## src/design/csfr_pkg.sv

```systemverilog
// shared types and constants for the checksummed frame receiver
package csfr_pkg;

    // frame store depth and register defaults
    localparam int MAX_PAYLOAD   = 64;
    localparam int LEN_W         = 7;
    localparam int BYTE_W        = 8;
    localparam int IDX_W         = 6;
    localparam int CNT_W         = 32;
    localparam int CFG_W         = 8;
    localparam int CFG_IDX_W     = 1;
    localparam int TDATA_OUT_W   = 80;

    localparam logic [BYTE_W-1:0] START_BYTE_RST = 8'd254;
    localparam logic [LEN_W-1:0]  PAYLOAD_LEN_RST = 7'd16;
    localparam logic [LEN_W-1:0]  MIN_LEN = 7'd2;

    // configuration register indexes
    localparam logic [CFG_IDX_W-1:0] REG_START_BYTE  = 1'b0;
    localparam logic [CFG_IDX_W-1:0] REG_PAYLOAD_LEN = 1'b1;

    // controller states
    typedef enum logic [1:0] {
        ST_RX,
        ST_READ,
        ST_SHOW
    } state_t;

    // controller to datapath
    typedef struct packed {
        logic accept;
        logic rd_en;
        logic advance;
    } cmd_t;

    // datapath to controller
    typedef struct packed {
        logic frame_done;
        logic sum_match;
        logic emit_last;
    } sts_t;

endpackage

```

## src/design/csfr_ram.sv

```systemverilog
// generic single-port-write ram with registered read
module csfr_ram #(
    parameter int WIDTH = 8,
    parameter int DEPTH = 64
) (
    input  logic                     clk,
    input  logic                     we,
    input  logic [$clog2(DEPTH)-1:0] waddr,
    input  logic [WIDTH-1:0]         wdata,
    input  logic                     re,
    input  logic [$clog2(DEPTH)-1:0] raddr,
    output logic [WIDTH-1:0]         rdata
);

    logic [WIDTH-1:0] mem [DEPTH];
    logic [WIDTH-1:0] rdata_reg;

    // write port and registered read port
    always_ff @(posedge clk)
    begin
        if (we)
        begin
            mem[waddr] <= wdata;
        end
        if (re)
        begin
            rdata_reg <= mem[raddr];
        end
    end

    assign rdata = rdata_reg;

endmodule

```

## src/design/csfr_dp.sv

```systemverilog
// datapath: config registers, frame store, checksum and counters
module csfr_dp #(
    parameter int MAX_PAYLOAD = csfr_pkg::MAX_PAYLOAD
) (
    input  logic                            clk,
    input  logic                            rst_n,
    input  logic                            cfg_we,
    input  logic [csfr_pkg::CFG_IDX_W-1:0]  cfg_index,
    input  logic [csfr_pkg::CFG_W-1:0]      cfg_data,
    input  logic [csfr_pkg::BYTE_W-1:0]     rx_byte,
    input  csfr_pkg::cmd_t                  cmd,
    output csfr_pkg::sts_t                  sts,
    output logic [csfr_pkg::BYTE_W-1:0]     out_byte,
    output logic [csfr_pkg::IDX_W-1:0]      byte_index,
    output logic                            frame_good,
    output logic [csfr_pkg::CNT_W-1:0]      good_frames,
    output logic [csfr_pkg::CNT_W-1:0]      missed_frames
);

    localparam int AW = $clog2(MAX_PAYLOAD);
    localparam int LW = csfr_pkg::LEN_W;

    logic [csfr_pkg::BYTE_W-1:0] start_reg;
    logic [LW-1:0]               len_reg;
    logic [LW-1:0]               fill_reg;
    logic [csfr_pkg::BYTE_W-1:0] sum_reg;
    logic [csfr_pkg::CNT_W-1:0]  good_reg;
    logic [csfr_pkg::CNT_W-1:0]  missed_reg;
    logic [AW-1:0]               idx_reg;
    logic [AW-1:0]               last_reg;
    logic                        good_flag_reg;

    logic [LW-1:0]               len_eff;
    logic [LW-1:0]               fill_dec;
    logic [AW-1:0]               pos;
    logic                        idle;
    logic                        store_we;
    logic [csfr_pkg::BYTE_W-1:0] ram_rdata;

    // effective length, clamped to the legal range
    always_comb
    begin
        if (len_reg < csfr_pkg::MIN_LEN)
        begin
            len_eff = csfr_pkg::MIN_LEN;
        end
        else if (len_reg > LW'(MAX_PAYLOAD))
        begin
            len_eff = LW'(MAX_PAYLOAD);
        end
        else
        begin
            len_eff = len_reg;
        end
    end

    // store position of the incoming word
    assign idle     = (fill_reg == '0);
    assign fill_dec = fill_reg - LW'(1);
    assign pos      = (fill_dec >= LW'(MAX_PAYLOAD)) ? AW'(MAX_PAYLOAD - 1) : AW'(fill_dec);
    assign store_we = cmd.accept && !idle;

    // status towards the controller
    assign sts.frame_done = !idle && !(fill_reg < len_eff);
    assign sts.sum_match  = (sum_reg == rx_byte);
    assign sts.emit_last  = !good_flag_reg || (idx_reg == last_reg);

    csfr_ram #(
        .WIDTH (csfr_pkg::BYTE_W),
        .DEPTH (MAX_PAYLOAD)
    ) u_store (
        .clk   (clk),
        .we    (store_we),
        .waddr (pos),
        .wdata (rx_byte),
        .re    (cmd.rd_en),
        .raddr (idx_reg),
        .rdata (ram_rdata)
    );

    // config, frame fill, checksum and counters
    always_ff @(posedge clk or negedge rst_n)
    begin
        if (!rst_n)
        begin
            start_reg     <= csfr_pkg::START_BYTE_RST;
            len_reg       <= csfr_pkg::PAYLOAD_LEN_RST;
            fill_reg      <= '0;
            sum_reg       <= '0;
            good_reg      <= '0;
            missed_reg    <= '0;
            idx_reg       <= '0;
            last_reg      <= '0;
            good_flag_reg <= 1'b0;
        end
        else
        begin
            if (cfg_we)
            begin
                case (cfg_index)
                    csfr_pkg::REG_START_BYTE:  start_reg <= cfg_data;
                    csfr_pkg::REG_PAYLOAD_LEN: len_reg   <= cfg_data[LW-1:0];
                    default: ;
                endcase
            end
            if (cmd.accept)
            begin
                if (idle)
                begin
                    if (rx_byte == start_reg)
                    begin
                        fill_reg <= LW'(1);
                        sum_reg  <= '0;
                    end
                end
                else if (!sts.frame_done)
                begin
                    fill_reg <= fill_reg + LW'(1);
                    sum_reg  <= sum_reg + rx_byte;
                end
                else
                begin
                    // frame complete: this word is the checksum
                    fill_reg      <= '0;
                    sum_reg       <= '0;
                    idx_reg       <= '0;
                    last_reg      <= pos;
                    good_flag_reg <= sts.sum_match;
                    if (sts.sum_match)
                    begin
                        good_reg <= good_reg + 1'b1;
                    end
                    else
                    begin
                        missed_reg <= missed_reg + 1'b1;
                    end
                end
            end
            if (cmd.advance)
            begin
                idx_reg <= idx_reg + 1'b1;
            end
        end
    end

    // result word fields
    assign out_byte      = good_flag_reg ? ram_rdata : '0;
    assign byte_index    = good_flag_reg ? csfr_pkg::IDX_W'(idx_reg) : '0;
    assign frame_good    = good_flag_reg;
    assign good_frames   = good_reg;
    assign missed_frames = missed_reg;

endmodule

```

## src/design/csfr_ctrl.sv

```systemverilog
// controller: receive, store read and result handshake sequencing
module csfr_ctrl (
    input  logic           clk,
    input  logic           rst_n,
    input  logic           in_valid,
    output logic           in_ready,
    output logic           out_valid,
    input  logic           out_ready,
    input  csfr_pkg::sts_t sts,
    output csfr_pkg::cmd_t cmd
);

    csfr_pkg::state_t state_reg;
    csfr_pkg::state_t state_next;

    // state register
    always_ff @(posedge clk or negedge rst_n)
    begin
        if (!rst_n)
        begin
            state_reg <= csfr_pkg::ST_RX;
        end
        else
        begin
            state_reg <= state_next;
        end
    end

    // next state and commands
    always_comb
    begin
        state_next  = state_reg;
        in_ready    = 1'b0;
        out_valid   = 1'b0;
        cmd.accept  = 1'b0;
        cmd.rd_en   = 1'b0;
        cmd.advance = 1'b0;
        case (state_reg)
            csfr_pkg::ST_RX:
            begin
                in_ready   = 1'b1;
                cmd.accept = in_valid;
                if (in_valid && sts.frame_done)
                begin
                    state_next = sts.sum_match ? csfr_pkg::ST_READ : csfr_pkg::ST_SHOW;
                end
            end
            csfr_pkg::ST_READ:
            begin
                cmd.rd_en  = 1'b1;
                state_next = csfr_pkg::ST_SHOW;
            end
            csfr_pkg::ST_SHOW:
            begin
                out_valid = 1'b1;
                if (out_ready)
                begin
                    if (sts.emit_last)
                    begin
                        state_next = csfr_pkg::ST_RX;
                    end
                    else
                    begin
                        cmd.advance = 1'b1;
                        state_next  = csfr_pkg::ST_READ;
                    end
                end
            end
            default:
            begin
                state_next = csfr_pkg::ST_RX;
            end
        endcase
    end

endmodule

```

## src/design/checksummed_frame_receiver.sv

```systemverilog
// top level of the checksummed frame receiver
//
// Bytes are taken one per cycle while a frame is being received: an idle
// receiver drops everything but the start byte, then stores payload_length
// bytes, the last being the 8-bit additive checksum of the others. When a
// good frame of N bytes completes, input is held off while the N stored
// words are sent out, each held until m_axis_tready takes it and each
// waiting on its own registered read from the frame store, issued only
// once the word before it has been taken; a bad frame gives one report
// word in the cycle after its checksum byte. The counters in every result
// word already include the frame that produced it.
module checksummed_frame_receiver #(
    parameter int MAX_PAYLOAD = csfr_pkg::MAX_PAYLOAD
) (
    input  logic                                clk,
    input  logic                                rst_n,
    // configuration write port
    input  logic                                cfg_we,
    input  logic [csfr_pkg::CFG_IDX_W-1:0]      cfg_index,
    input  logic [csfr_pkg::CFG_W-1:0]          cfg_data,
    // received bytes
    input  logic                                s_axis_tvalid,
    output logic                                s_axis_tready,
    input  logic [7:0]                          s_axis_tdata,  // [7:0] rx_byte
    // result words
    output logic                                m_axis_tvalid,
    input  logic                                m_axis_tready,
    // [7:0] out_byte, [13:8] byte_index, [45:14] good_frames,
    // [77:46] missed_frames, [79:78] zero
    output logic [csfr_pkg::TDATA_OUT_W-1:0]    m_axis_tdata,
    output logic                                m_axis_tlast,  // last_of_frame
    output logic                                m_axis_tuser   // frame_good
);

    csfr_pkg::cmd_t               cmd;
    csfr_pkg::sts_t               sts;
    logic [csfr_pkg::BYTE_W-1:0]  out_byte;
    logic [csfr_pkg::IDX_W-1:0]   byte_index;
    logic [csfr_pkg::CNT_W-1:0]   good_frames;
    logic [csfr_pkg::CNT_W-1:0]   missed_frames;

    csfr_ctrl u_ctrl (
        .clk       (clk),
        .rst_n     (rst_n),
        .in_valid  (s_axis_tvalid),
        .in_ready  (s_axis_tready),
        .out_valid (m_axis_tvalid),
        .out_ready (m_axis_tready),
        .sts       (sts),
        .cmd       (cmd)
    );

    csfr_dp #(
        .MAX_PAYLOAD (MAX_PAYLOAD)
    ) u_dp (
        .clk           (clk),
        .rst_n         (rst_n),
        .cfg_we        (cfg_we),
        .cfg_index     (cfg_index),
        .cfg_data      (cfg_data),
        .rx_byte       (s_axis_tdata),
        .cmd           (cmd),
        .sts           (sts),
        .out_byte      (out_byte),
        .byte_index    (byte_index),
        .frame_good    (m_axis_tuser),
        .good_frames   (good_frames),
        .missed_frames (missed_frames)
    );

    // pack the result word
    assign m_axis_tdata = {2'b00, missed_frames, good_frames, byte_index, out_byte};
    assign m_axis_tlast = sts.emit_last;

endmodule

```

## config.mk

```make
export PLATFORM = sky130hd
export DESIGN_NAME = checksummed_frame_receiver
export DESIGN_NICKNAME = d
export VERILOG_FILES = /design/src/design/csfr_pkg.sv /design/src/design/csfr_ram.sv /design/src/design/csfr_dp.sv /design/src/design/csfr_ctrl.sv /design/src/design/checksummed_frame_receiver.sv
export SDC_FILE = /design/constraint.sdc
export NUM_CORES = 1
export LEC_CHECK = 0
export BUFFER_PORTS_ARGS = -buffer_cell sky130_fd_sc_hd__buf_2
export CAP_MARGIN = 20
export CELL_PAD_IN_SITES_DETAIL_PLACEMENT = 0
export CELL_PAD_IN_SITES_GLOBAL_PLACEMENT = 1
export CORE_ASPECT_RATIO = 1.2
export CORE_MARGIN = 2
export CORE_UTILIZATION = 45
export DETAILED_ROUTE_END_ITERATION = 7
export PLACE_DENSITY = 0.71
export SETUP_SLACK_MARGIN = 0.05
export SLEW_MARGIN = 10
export SYNTH_ARGS = -nofsm -noshare
export SYNTH_HDL_FRONTEND = slang
export SYNTH_SLANG_ARGS = --single-unit
```

## constraint.sdc

```tcl
create_clock -name clk -period 7.8 [get_ports clk]
set_input_delay 1.56 -clock clk [delete_from_list [all_inputs] [get_ports clk]]
set_output_delay 1.56 -clock clk [all_outputs]
set_load 0.02 [all_outputs]
```

# --- After elaboration in Yosys (flattened, before gate mapping) ---
# Memories as Yosys holds them, arrays and structs flattened. A register that Yosys moved wholly into a read port is not among the register bits.
# Index checks and enable logic that the tools add are counted.
word_totals:
  elab_cells: 81
  output_inout_bits: 84
  regBits: 109
  input_bits: 22
  mem_count: 1
  ramBits: 512
mem_list:
  columns: ["name", "words", "width", "read_ports", "rd_ports_with_merged_regs", "write_ports", "line_no", "text"]
  rows:
  - ["u_dp.u_store.mem", 64, 8, 1, 1, 1, "csfr_ram.sv:15", "logic [WIDTH-1:0] mem [DEPTH];"]
classes:
  bitwise_logic: 3
  n_addsub: 6
  n_mux: 29
  magnitude_cmp: 4
  n_reduce_logical: 19
  eq_ne: 9
op_table:
  columns: ["operator", "n"]
  rows:
  - ["adder 32 x 1 -> 32 bit (second input constant)", 2]
  - ["two-way mux 6 bit", 6]
  - ["two-way mux 7 bit", 5]
  - ["two-way mux 8 bit", 4]
  - ["equality test 8 bit", 2]
  - ["two-way mux 1 bit", 10]
  - ["adder 8 bit", 1]
  - ["AND reduction 2 bit", 4]
  - ["AND reduction 4 bit", 2]
  - ["adder 7 x 1 -> 7 bit (second input constant)", 1]
  - [">= comparator 7 bit (second input constant)", 1]
  - ["> comparator 7 bit (second input constant)", 1]
  - ["zero test 7 bit", 1]
  - ["< comparator 7 x 2 -> 1 bit (second input constant)", 1]
  - ["< comparator 7 bit", 1]
  - ["subtractor 7 x 1 -> 7 bit (second input constant)", 1]
  - ["adder 6 x 1 -> 6 bit (second input constant)", 1]
  - ["equality test 6 bit", 1]
  - ["two-way mux 2 bit", 3]
  - ["!= test 2 bit (second input constant)", 3]
  - ["case mux 2 bit (3 select lines)", 1]
  - ["AND reduction 3 bit", 2]
  - ["nonzero test 2 bit", 2]
  - ["logical AND 1 bit", 3]
  - ["other kinds (7)", 11]

# --- Logic depth before layout (Yosys ltp) ---
depth:
  ltp_word: 10
  ltp_mapped: 12
  mapped_depth_nobuf: 10

# --- Hierarchy ---
# A second synthesis with hierarchy kept.
hier_totals:
  hier_cells: 1482
  area_unflattened_um2: 25947.4
by_module_without_submodules:
  columns: ["module", "seq_area_each_um2", "n_inst", "area_each_um2", "cells_each"]
  rows:
  - ["csfr_ram", 15615.0, 1, 20246.9, 940]
  - ["csfr_dp", 2687.6, 1, 5547.8, 526]
  - ["csfr_ctrl", 50.0, 1, 133.9, 13]
  - ["checksummed_frame_receiver", 0.0, 1, 18.8, 3]

# --- Least setup slack after synthesis ---
# No wires, ideal clock.
synth_path:
  kind: "input -> register"
  start: "input port s_axis_tvalid"
  end: "memory u_dp.u_store.mem[35][0], enable pin"
  path_buffers: 0
  setup_ns: 0.395
  required_ns: 7.405
  arrival_ns: 3.554
  slack_ns: 3.851
  stages: 5
  path_cell_list: "nor3b_1 -> nand2_1 -> nor4_1 -> nand2_1 -> nor4_1"
synth_between:
  elab_chain_len: 4
synth_lines:
  columns: ["item", "line_no", "text"]
  rows:
  - ["start, declared", "checksummed_frame_receiver.sv:22", "input logic s_axis_tvalid,"]
  - ["two-way mux 1 bit", "csfr_ctrl.sv:38", "case (state_reg)"]
  - ["logical AND 1 bit", "csfr_dp.sv:61", "assign store_we = cmd.accept && !idle;"]
  - ["two-way mux 1 bit", "csfr_ram.sv:21", "if (we)"]
  - ["two-way mux 1 bit (not written as such)", "csfr_ram.sv:23", "mem[waddr] <= wdata;"]
  - ["end, declared", "csfr_ram.sv:15", null]
# Every way passes these cells.

# --- Final worst setup path ---
layout_path:
  start: "register u_dp.idx_reg[0]"
  end: "output port m_axis_tdata[8] in the netlist's numbering"
layout_between:
  elab_chain_len: 1
layout_lines:
  columns: ["item", "line_no", "text"]
  rows:
  - ["start, declared", "csfr_dp.sv:29", "logic [AW-1:0] idx_reg;"]
  - ["start signal, assigned", "csfr_dp.sv:141", "idx_reg <= idx_reg + 1'b1;"]
  - ["two-way mux 6 bit", "csfr_dp.sv:148", "assign byte_index = good_flag_reg ? csfr_pkg::IDX_W'(idx_reg) : '0;"]
  - ["end, declared", "checksummed_frame_receiver.sv:30", "output logic [csfr_pkg::TDATA_OUT_W-1:0] m_axis_tdata,"]
# Every way passes these cells.

==> run summary <==
• 0.0223 ns — setup clock skew after layout
• 2 — number of levels in the clock H-tree
• 0 — number of resized instances in the post-cts repair step
• 56200 um — wirelength, routed
• 0 — Maximum Capacitance Violations
• 13.2% — area overhead of the layout relative to synthesis
• 17.3% — proportion of synthesized flip-flops having asynchronous set or reset
• 19.2% — total global-route track usage
• 629 — total number of clock tree sinks
• 2214 — placed cells
• 0 — Post-CTS Hold Buffers
• 0.06 ns — clock transition time at the flip-flop clock pins of the worst setup and hold paths
• 103 — Port Buffers
• 0 — DRC violations left
• buffers and inverters — category of cells accounting for the largest share of critical-path delay
• 0 — remaining antenna violation count
• 9.91 nW — static leakage
• 1591 — Layout Nets
• 71.9% — register area share after synthesis
• 56000 um^2 — floorplan core area
• 28.6% — headroom to the max-slew limit
• primary output — crit path capture type
• 5 — router iterations before antenna repair
• 0 ns — setup TNS
• 25500 um^2 — combined area of all synthesized cells
• 63 — count of distinct cell types in the synthesized netlist
• buf_4 -> and2_1 -> buf_2 — CP cell instances
• edfxtp_1 — primary flip-flop cell chosen by synthesis mapping
• 2 — number of antenna violations at the first check in global routing
• 51.6% — final core utilization
• 28900 um^2 — summed area of non-filler cells in the final layout
• dfrtp_4 — Crit-path slowest cell
• 0 — Final Hold Vio Count
• 0.62 ns — source-to-sink clock delay at the later pin of the worst-skew pair
• 1436 — number of standard cells after synthesis
• 95 — FP Rows
• 85000 um — first-pass GRT wire length
• 6.24 ns — required time reported for the critical path endpoint
• reg -> out — class of the most critical setup path
• no — setup repair after global routing missed its margin
• 0.802 — global placement routability congestion
• flop — launching element type of the critical path
• complete, no violations — outcome
• clkbuf_16 — clock root buffer
• 0 — residual overflow from global routing
• 221 um — die span in x
• 35900 um — post-detailed-placement half-perimeter wirelength
• 1082 — number of DRC markers in iteration 0
• 3 — number of buffers between clock root and the deepest sink
• 2 — combined buffer and inverter count along the critical path
• 13300 — total number of vias
• 0.180 mV — peak ir drop on the vdd network
• built — clock tree from TritonCTS
• 0 — YS warnings
• 0.467 ns — tightest hold margin
• 17.8 um^2 — mean instance size in the synthesized netlist
• reg -> reg — Hold Path Class
• 58600 um^2 — Total Die Area
• 293 nW/um^2 — power per cell area
• 0 — setup fix buffers added after clock tree synthesis
• 46 — critical-path maximum fanout
• 512 — max reg flops
• 265 um — vertical die dimension
• 106 — I/O pin total
• 520 — number of synthesized flops with an enable pin
• 45.6% — effective utilization at floorplan
• 24.1 um — average wire length per cell after detail routing
• u_dp.u_store.mem — Top reg by flops
• 629 — Seq cells post-synth
• 232 MHz — fmax
• 59 — Inserted Clock Buffers
• 1.07 ns — transition time at the pin with the least slew margin
• 26800 um^2 — post-detailed-placement cell area
• 24.4% — share of layout cells above drive strength 1
• 0 — # setup viols final
• 2.76 ns — Arrival @ worst endpoint
• 4.32 ns — minimum clock period
• 55.4% — final cycle utilization of the critical path
• 0 — fin. max-slew vios
• 2329 — final cell count without fillers
• 73 — pin count of the biggest net entering global routing
• 13700 — number of global-route vias before repair
• 0.85 ns — largest stage delay on the critical path
• 5.69 — post-detailed-route via-to-cell ratio
==> synth_stat cells (all sizes together), types with 14 or more instances <==
master	instances	area (um^2)
xnor2	66	578
and3	18	113
a22o	24	210
buf	29	154
a221oi	16	140
nand4	24	150
dfrtp	101	2530
clkbuf	44	165
a21oi	16	83.8
xor2	24	210
nand2	65	251
inv	14	52.6
a22oi	40	300
nor2	102	385
and2	18	113
edfxtp	520	15600
ha	18	225
nand3	39	195
mux4	128	2880
mux2	17	191
==> worst reg2reg max path: stages, from the launching register on <==
cell	delay, ns
dfrtp_1	0.57
inv_1	0.25
ha_1	0.20
or3b_4	0.41
o31ai_2	0.33
and2_1	0.44
nand4_1	0.72
nor2_1	0.98
==> area by class of cell <==
class / count / area (um^2)
Inverter: 14 / 52.6
Antenna cell: 1 / 2.50
Timing Repair Buffer: 125 / 679
Tap cell: 727 / 910
Fill cell: 4506 / 27100
Sequential cell: 629 / 18400
Multi-Input combinational cell: 721 / 6830
Clock buffer: 74 / 1600
Clock inverter: 38 / 462
==> final timing paths <==
path | slack [ns] | to | cells past startpoint | startpoint
setup / recovery | 3.48 | m_axis_tdata[8] | 3 | u_dp.idx_reg[0]
hold / removal | 0.47 | u_dp.missed_frames[31] | 1 | u_dp.missed_frames[31]
setup reg to reg | 3.54 | u_dp.u_store.mem[16][1] | 7 | u_dp.fill_reg[0]
hold reg to reg | 0.47 | u_dp.missed_frames[31] | 1 | u_dp.missed_frames[31]
max in group asynchronous | 5.56 | u_dp.start_reg[0] | 2 | rst_n
min in group asynchronous | 0.92 | u_dp.missed_frames[17] | 1 | rst_n
==> metal layers <==
metal | global-route usage [%] | wire (um) | up-vias
met5 | 0 | 13 | -
met4 | 5.26 | 1240 | 2
li1 | - | - | 5938
met3 | 3.82 | 3340 | 68
met2 | 33.1 | 28500 | 365
met1 | 25.0 | 23100 | 6881
==> report_power, final <==
group,leakage (nW),total (mW),switching [mW],internal [mW]
clock,0.987,3.03,1.25,1.78
combinational,2.81,1.44,0.913,0.524
sequential,6.11,4.00,0.129,3.87
total,9.91,8.47,2.29,6.18
==> cell families after synthesis <==
group,share of synthesized area [%]
xor+xnor,3.09
flops,71.9
mux,12.1
buf+inv,1.46
other cells,0.0147
fa+ha+maj,0.961
simple gates,6.18
compound gates,4.29
==> cell usage in the layout, fill, tap and decap left out, types with 17 or more instances in the layout <==
cell,instances
buf_4,19
xor2_1,24
a22oi_1,40
clkbuf_16,61
and3_1,18
nor2_1,100
nand4_1,24
a22o_1,24
mux4_2,128
dfrtp_1,99
nand2_1,62
edfxtp_1,520
xnor2_1,66
and2_1,17
ha_1,18
nand3_1,39
buf_2,105
==> metrics by stage <==
step	power (mW)	setup WS [ns]
floorplan	5.01	3.85
global placement	5.48	3.12
detailed placement	5.52	2.98
CTS	8.54	3.38
global route	8.79	3.24
finish	8.47	3.48
Note: power is estimated with default switching activity, not from simulation.
